==> src/hdl/irpwd_pkg.sv <==
`default_nettype none
package irpwd_pkg;

  localparam int unsigned WIDTH_W        = 16;
  localparam int unsigned CMD_W          = 32;
  localparam int unsigned FRAME_BITS_DEF = 32;
  localparam int unsigned CFG_IDX_W      = 3;

  localparam logic [CFG_IDX_W-1:0] REG_TOLERANCE = 3'd0;
  localparam logic [CFG_IDX_W-1:0] REG_START     = 3'd1;
  localparam logic [CFG_IDX_W-1:0] REG_END       = 3'd2;
  localparam logic [CFG_IDX_W-1:0] REG_REPEAT    = 3'd3;
  localparam logic [CFG_IDX_W-1:0] REG_ZERO      = 3'd4;
  localparam logic [CFG_IDX_W-1:0] REG_ONE       = 3'd5;
  localparam logic [CFG_IDX_W-1:0] REG_SEPARATOR = 3'd6;

  localparam logic [WIDTH_W-1:0] TOLERANCE_RST = 16'd5;
  localparam logic [WIDTH_W-1:0] START_RST     = 16'd45;
  localparam logic [WIDTH_W-1:0] END_RST       = 16'd395;
  localparam logic [WIDTH_W-1:0] REPEAT_RST    = 16'd959;
  localparam logic [WIDTH_W-1:0] ZERO_RST      = 16'd6;
  localparam logic [WIDTH_W-1:0] ONE_RST       = 16'd17;
  localparam logic [WIDTH_W-1:0] SEPARATOR_RST = 16'd23;

  typedef struct packed {
    logic [WIDTH_W-1:0] tolerance;
    logic [WIDTH_W-1:0] start_width;
    logic [WIDTH_W-1:0] end_width;
    logic [WIDTH_W-1:0] repeat_width;
    logic [WIDTH_W-1:0] zero_width;
    logic [WIDTH_W-1:0] one_width;
    logic [WIDTH_W-1:0] separator_width;
  } cfg_t;

  typedef enum logic [2:0] {
    PULSE_NONE,
    PULSE_START,
    PULSE_ONE,
    PULSE_ZERO,
    PULSE_END,
    PULSE_REPEAT,
    PULSE_SEPARATOR
  } pulse_class_t;

endpackage
`default_nettype wire

==> src/hdl/irpwd_classify.sv <==
`default_nettype none
module irpwd_classify (
  input  wire logic [irpwd_pkg::WIDTH_W-1:0] width,
  input  wire irpwd_pkg::cfg_t               cfg,
  output irpwd_pkg::pulse_class_t            pulse_class
);

  function automatic logic in_window(
    input logic [irpwd_pkg::WIDTH_W-1:0] w,
    input logic [irpwd_pkg::WIDTH_W-1:0] nominal,
    input logic [irpwd_pkg::WIDTH_W-1:0] tol
  );
    logic [irpwd_pkg::WIDTH_W:0] w_plus_t;
    logic [irpwd_pkg::WIDTH_W:0] n_plus_t;
    w_plus_t  = {1'b0, w} + {1'b0, tol};
    n_plus_t  = {1'b0, nominal} + {1'b0, tol};
    in_window = (w_plus_t > {1'b0, nominal}) && ({1'b0, w} < n_plus_t);
  endfunction

  always_comb begin
    if (in_window(width, cfg.start_width, cfg.tolerance)) begin
      pulse_class = irpwd_pkg::PULSE_START;
    end else if (in_window(width, cfg.one_width, cfg.tolerance)) begin
      pulse_class = irpwd_pkg::PULSE_ONE;
    end else if (in_window(width, cfg.zero_width, cfg.tolerance)) begin
      pulse_class = irpwd_pkg::PULSE_ZERO;
    end else if (in_window(width, cfg.end_width, cfg.tolerance)) begin
      pulse_class = irpwd_pkg::PULSE_END;
    end else if (in_window(width, cfg.repeat_width, cfg.tolerance)) begin
      pulse_class = irpwd_pkg::PULSE_REPEAT;
    end else if (in_window(width, cfg.separator_width, cfg.tolerance)) begin
      pulse_class = irpwd_pkg::PULSE_SEPARATOR;
    end else begin
      pulse_class = irpwd_pkg::PULSE_NONE;
    end
  end

endmodule
`default_nettype wire

==> src/hdl/ir_pulse_width_frame_decoder.sv <==
// A separator beat taken at the input passes the input register to the result register.
// Throughput: one pulse beat per cycle; the input register stalls only while
// the result register is full and stalled.
// Reset (synchronous, active high): frame closed, shift word, latched command and
// repeat flag cleared, configuration back to its default widths.
`default_nettype none
module ir_pulse_width_frame_decoder #(
  parameter int unsigned FRAME_BITS = irpwd_pkg::FRAME_BITS_DEF
) (
  input  wire logic                              clk,
  input  wire logic                              rst,
  input  wire logic                              cfg_write,
  input  wire logic [irpwd_pkg::CFG_IDX_W-1:0]   cfg_index,
  input  wire logic [irpwd_pkg::WIDTH_W-1:0]     cfg_data,
  input  wire logic                              in_valid,
  output logic                                   in_stall,
  input  wire logic [irpwd_pkg::WIDTH_W-1:0]     pulse_width,
  output logic                                   out_valid,
  input  wire logic                              out_stall,
  output logic [irpwd_pkg::CMD_W-1:0]            command_word,
  output logic                                   repeat_seen
);

  localparam int unsigned CNT_W = $clog2(FRAME_BITS + 2);
  localparam logic [CNT_W-1:0] CNT_FULL = CNT_W'(FRAME_BITS);
  localparam logic [CNT_W-1:0] CNT_OVER = CNT_W'(FRAME_BITS + 1);

  irpwd_pkg::cfg_t                cfg;
  logic                           s1_valid;
  logic [irpwd_pkg::WIDTH_W-1:0]  s1_width;
  irpwd_pkg::pulse_class_t        s1_class;
  logic                           advance;

  logic [FRAME_BITS-1:0]          bit_shift;
  logic [FRAME_BITS-1:0]          bit_shift_next;
  logic [CNT_W-1:0]               bit_count;
  logic [CNT_W-1:0]               bit_count_next;
  logic                           frame_started;
  logic                           frame_started_next;
  logic                           repeat_held;
  logic                           repeat_held_next;
  logic [irpwd_pkg::CMD_W-1:0]    latched_command;
  logic [irpwd_pkg::CMD_W-1:0]    latched_command_next;
  logic                           emit;

  always_ff @(posedge clk) begin
    if (rst) begin
      cfg.tolerance       <= irpwd_pkg::TOLERANCE_RST;
      cfg.start_width     <= irpwd_pkg::START_RST;
      cfg.end_width       <= irpwd_pkg::END_RST;
      cfg.repeat_width    <= irpwd_pkg::REPEAT_RST;
      cfg.zero_width      <= irpwd_pkg::ZERO_RST;
      cfg.one_width       <= irpwd_pkg::ONE_RST;
      cfg.separator_width <= irpwd_pkg::SEPARATOR_RST;
    end else if (cfg_write) begin
      case (cfg_index)
        irpwd_pkg::REG_TOLERANCE: cfg.tolerance       <= cfg_data;
        irpwd_pkg::REG_START:     cfg.start_width     <= cfg_data;
        irpwd_pkg::REG_END:       cfg.end_width       <= cfg_data;
        irpwd_pkg::REG_REPEAT:    cfg.repeat_width    <= cfg_data;
        irpwd_pkg::REG_ZERO:      cfg.zero_width      <= cfg_data;
        irpwd_pkg::REG_ONE:       cfg.one_width       <= cfg_data;
        irpwd_pkg::REG_SEPARATOR: cfg.separator_width <= cfg_data;
        default: ;
      endcase
    end
  end

  assign advance  = !out_valid || !out_stall;
  assign in_stall = s1_valid && !advance;

  always_ff @(posedge clk) begin
    if (rst) begin
      s1_valid <= 1'b0;
    end else if (!in_stall) begin
      s1_valid <= in_valid;
    end
  end

  always_ff @(posedge clk) begin
    if (!in_stall && in_valid) begin
      s1_width <= pulse_width;
    end
  end

  irpwd_classify u_classify (
    .width       (s1_width),
    .cfg         (cfg),
    .pulse_class (s1_class)
  );

  always_comb begin
    bit_shift_next       = bit_shift;
    bit_count_next       = bit_count;
    frame_started_next   = frame_started;
    repeat_held_next     = repeat_held;
    latched_command_next = latched_command;
    emit                 = 1'b0;
    case (s1_class)
      irpwd_pkg::PULSE_START: begin
        bit_count_next     = '0;
        frame_started_next = 1'b1;
      end
      irpwd_pkg::PULSE_ONE, irpwd_pkg::PULSE_ZERO: begin
        if (frame_started) begin
          if (bit_count < CNT_FULL) begin
            bit_shift_next = FRAME_BITS'({bit_shift, s1_class == irpwd_pkg::PULSE_ONE});
            bit_count_next = bit_count + 1'b1;
          end else begin
            bit_count_next = CNT_OVER;
          end
        end
      end
      irpwd_pkg::PULSE_END: begin
        if (frame_started && bit_count == CNT_FULL) begin
          latched_command_next = irpwd_pkg::CMD_W'(bit_shift);
        end else begin
          latched_command_next = '0;
        end
        repeat_held_next   = 1'b0;
        frame_started_next = 1'b0;
        bit_count_next     = '0;
      end
      irpwd_pkg::PULSE_REPEAT: begin
        repeat_held_next = 1'b1;
      end
      irpwd_pkg::PULSE_SEPARATOR: begin
        emit = 1'b1;
      end
      default: ;
    endcase
  end

  always_ff @(posedge clk) begin
    if (rst) begin
      bit_shift       <= '0;
      bit_count       <= '0;
      frame_started   <= 1'b0;
      repeat_held     <= 1'b0;
      latched_command <= '0;
    end else if (s1_valid && advance) begin
      bit_shift       <= bit_shift_next;
      bit_count       <= bit_count_next;
      frame_started   <= frame_started_next;
      repeat_held     <= repeat_held_next;
      latched_command <= latched_command_next;
    end
  end

  always_ff @(posedge clk) begin
    if (rst) begin
      out_valid <= 1'b0;
    end else if (advance) begin
      out_valid <= s1_valid && emit;
    end
  end

  always_ff @(posedge clk) begin
    if (advance && s1_valid && emit) begin
      command_word <= latched_command;
      repeat_seen  <= repeat_held;
    end
  end

endmodule
`default_nettype wire
==> config.mk <==
export PLATFORM = sky130hd
export DESIGN_NAME = ir_pulse_width_frame_decoder
export DESIGN_NICKNAME = d
export VERILOG_FILES = /design/src/hdl/irpwd_pkg.sv /design/src/hdl/irpwd_classify.sv /design/src/hdl/ir_pulse_width_frame_decoder.sv
export SDC_FILE = /design/constraint.sdc
export NUM_CORES = 1
export LEC_CHECK = 0
export BUFFER_PORTS_ARGS = -buffer_cell sky130_fd_sc_hd__buf_2
export CAP_MARGIN = 20
export CORE_ASPECT_RATIO = 1.5
export CORE_UTILIZATION = 60
export CTS_CLUSTER_DIAMETER = 50
export DETAILED_ROUTE_END_ITERATION = 12
export PLACE_DENSITY = 0.89
export SLEW_MARGIN = 20
export SYNTH_ARGS = -nofsm -noshare
export SYNTH_HDL_FRONTEND = slang
export SYNTH_HIERARCHICAL = 1
export SYNTH_SLANG_ARGS = --single-unit
==> constraint.sdc <==
create_clock -name clk -period 10.4 [get_ports clk]
set_input_delay 0 -clock clk [delete_from_list [all_inputs] [get_ports clk]]
set_output_delay 0 -clock clk [all_outputs]
set_load 0.01 [all_outputs]
==> impl_metrics.env <==
export IMPL_status="finished, final reports clean"
export IMPL_io_buffers=74
export IMPL_core_area_um2=27900
export IMPL_cp_data_arrival_time_ns=7.71
export IMPL_path_buf_inv=1
export IMPL_synth_edf_count=49
export IMPL_hold_viol_final=0
export IMPL_initial_utilization_pct=60.9
export IMPL_setup_slack_ns=3.18
export IMPL_min_path_type="in2reg"
export IMPL_finalCritPeriodShare_pct=69.4
export IMPL_fmax_ghz=0.139
export IMPL_track_usage_pct=38.4
export IMPL_postSynthCellCount=1978
export IMPL_cts_resized=0
export IMPL_wl_per_cell_um=22.8
export IMPL_drc=0
export IMPL_dieArea_um2=29000
export IMPL_p_leak_nw=8.20
export IMPL_synth_warnings=6
export IMPL_ant_nets=0
export IMPL_yosys_register_bits=235
export IMPL_hpwl_um=41800
export IMPL_holdPathStages=2
export IMPL_die_h_um=208
export IMPL_worstPathCellList="inv_1 > fa_1 > nand2b_1 > a211oi_1 > o21bai_1 > a31oi_1 > xor2_1 > ha_1 > a21oi_1 > o21ai_0 > a2111oi_0 > o31ai_1 > a221oi_1 > a31oi_1 > o22a_1 > nor4_2 > and4_1 > and4_2 > a22o_1"
export IMPL_setup_tns_ns=0
export IMPL_path_class="reg2reg"
export IMPL_slew_headroom_pct=27.3
export IMPL_rsz0062_at_grt="false"
export IMPL_drt_total_wl_um=56000
export IMPL_synth_area_per_cell_um2=8.58
export IMPL_syn_area_um2=17000
export IMPL_cts_buffers=27
export IMPL_worst_pin_slew_ns=1.09
export IMPL_power_mw=2.45
export IMPL_dr_pass1_iters=6
export IMPL_final_nets=2432
export IMPL_drv_slew=0
export IMPL_synth_ff_type="dfxtp_1"
export IMPL_fin_skew_ns=0.0207
export IMPL_cp_max_fo=32
export IMPL_path_clk_slew_ns=0.07
export IMPL_gp_congestion=1.07
export IMPL_synth_seq_area_share_pct=30.6
export IMPL_ff2ff_path_depth=19
export IMPL_clk_latency_ns=0.56
export IMPL_fin_crit_ns=7.22
export IMPL_cp_top_family="compound AO/OA/AOI/OAI gates"
export IMPL_postSynth_asyncResetShare_pct=0
export IMPL_timing_hold_ws_ns=0.0123
export IMPL_synth_nets=2325
export IMPL_rows=75
export IMPL_die_x_um=139
export IMPL_ir_drop_mv=0.146
export IMPL_synth_cell_types=73
export IMPL_cpMaxStageDelayCell="dfxtp_1"
export IMPL_cts_tree="done"
export IMPL_crit_path_end_kind="register"
export IMPL_critPathMaxStageDelay_ns=0.76
export IMPL_via_per_inst=6.50
export IMPL_antenna_found_initial=0
export IMPL_finalSetupViolations=0
export IMPL_reg2reg_setup_slack_ns=3.18
export IMPL_grt_overflow=0
export IMPL_cts_root_buffer="clkbuf_16"
export IMPL_crit_path_frequent_cell="a31oi_1"
export IMPL_crit_cells=19
export IMPL_max_clock_path_buffers=3
export IMPL_powerDensity_nw_per_um2=129
export IMPL_vias=15900
export IMPL_dp_slack_ns=2.66
export IMPL_area_growth_pct=11.8
export IMPL_cts_max_level=1
export IMPL_cts_sinks=235
export IMPL_start_kind="register"
export IMPL_required_ns=10.89
export IMPL_grt_pass1_vias=16000
export IMPL_drt_iter0_drc=1311
export IMPL_drive_gt1_share_pct=7.60
export IMPL_antennaDiodeCount=0
export IMPL_grt_max_degree=83
export IMPL_grt_pass1_wl_um=85400
export IMPL_maxCapViolCount=0
export IMPL_pin_count=75
-- cells by family (layout without fill, tap and decap cells) --
family          count (synthesis)  after routing  synth area share, %
compound gates                536            536                 20.2
flops                         235            235                 30.6
xor+xnor                       92             92                 4.75
simple gates                  633            633                 17.4
mux                             2              2                0.125
buf+inv                       173            300                 4.00
fa+ha+maj                     307            307                 22.9
-- worst paths after layout --
kind                         to          startpoint
min reg2reg     command_word[6]  latched_command[6]
min                bit_count[0]                 rst
max reg2reg  latched_command[7]             cfg[97]
max          latched_command[7]             cfg[97]
-- synthesized netlist by cell type (all sizes together), types with 8 or more instances --
master   instances  share of area (%)
nand2          338                7.5
ha             300                 22
a21oi          232                6.9
dfxtp          186                 22
inv            126                2.8
nor2            76                1.7
o21ai           64                1.9
a21o            55                2.4
edfxtp          49                8.7
xor2            48                2.5
xnor2           44                2.3
nand3           35                1.0
a22o            32                1.7
nand2b          32                1.2
clkbuf          31               0.69
nand3b          31                1.4
nor2b           28                1.0
o21a            24                1.1
nand4           20               0.74
a211oi          19               0.84
buf             16               0.52
nor3            16               0.53
o21bai          16               0.71
a2111oi         12               0.66
a31oi           12               0.44
and4            10               0.52
or3             10               0.41
and3             9               0.34
or2              8               0.29
-- timing repair --
action / in CTS / in global routing
hold endpoints to repair: 132 / 0
hold buffers: 37 / 0
setup buffers: 0 / 0
-- stage by stage --
step	instance area [um2]	utilization, %	std cells
finish	19000	68.1	2451
global route	19000	68.1	2451
CTS	19000	68.1	2451
detailed placement	17700	63.5	2365
global placement	17700	63.5	2365
floorplan	17000	-	1978
-- worst reg2reg max path, delay by kind of cell (launching register included) --
kind | cells | cell delay [ns]
AOI/OAI and AO/OA | 11 | 2.73
xor gates and xnor gates | 1 | 0.63
adders and majority gates | 2 | 0.86
buffers and inverters | 1 | 0.21
DFF | 1 | 0.76
and+or+nand+nor | 4 | 1.94
-- power breakdown --
part	internal (mW)	switching (mW)	leakage (nW)	total, mW
sequential	0.950	0.0315	1.90	0.981
combinational	0.191	0.296	5.86	0.487
clock	0.544	0.438	0.436	0.981
total	1.68	0.765	8.20	2.45
-- layout make-up --
| class | instances | area [um2] |
|---|---|---|
| Clock buffer | 29 | 683 |
| Sequential cell | 235 | 5190 |
| Timing Repair Buffer | 125 | 848 |
| Clock inverter | 20 | 236 |
| Fill cell | 2221 | 8890 |
| Tap cell | 346 | 433 |
| Inverter | 126 | 473 |
| Multi-Input combinational cell | 1570 | 11100 |
-- cell usage in the layout (no fill, tap or decap), types with 27 or more instances in the layout --
cell type | synthesis | routed
nand3_1 | 35 | 35
xnor2_1 | 44 | 44
buf_2 | 13 | 73
dfxtp_1 | 186 | 186
a21o_1 | 55 | 55
nand2_1 | 338 | 338
nand2b_1 | 32 | 32
nor2b_1 | 28 | 27
xor2_1 | 48 | 48
ha_1 | 300 | 300
clkbuf_16 | 0 | 27
o21ai_0 | 64 | 64
dlygate4sd3_1 | 0 | 37
a21oi_1 | 231 | 231
nor2_1 | 76 | 74
edfxtp_1 | 49 | 49
a22o_1 | 32 | 32
nand3b_1 | 31 | 31
inv_1 | 126 | 126
-- routing by layer --
| layer | track usage, % | wire length, um |
|---|---|---|
| met1 | 41.1 | 19900 |
| met2 | 64.9 | 26400 |
| met3 | 7.07 | 4400 |
| met4 | 33.6 | 5210 |
| met5 | 0 | 0 |
-- flip-flops by register name, indices dropped and copies added (netlist names) --
name / count
command_word: 32
bit_shift: 32
repeat_seen: 1
out_valid: 1
cfg: 112
bit_count: 6
frame_started: 1
s1_width: 16
latched_command: 32
repeat_held: 1
s1_valid: 1
Power figures use the tool's default switching activity.
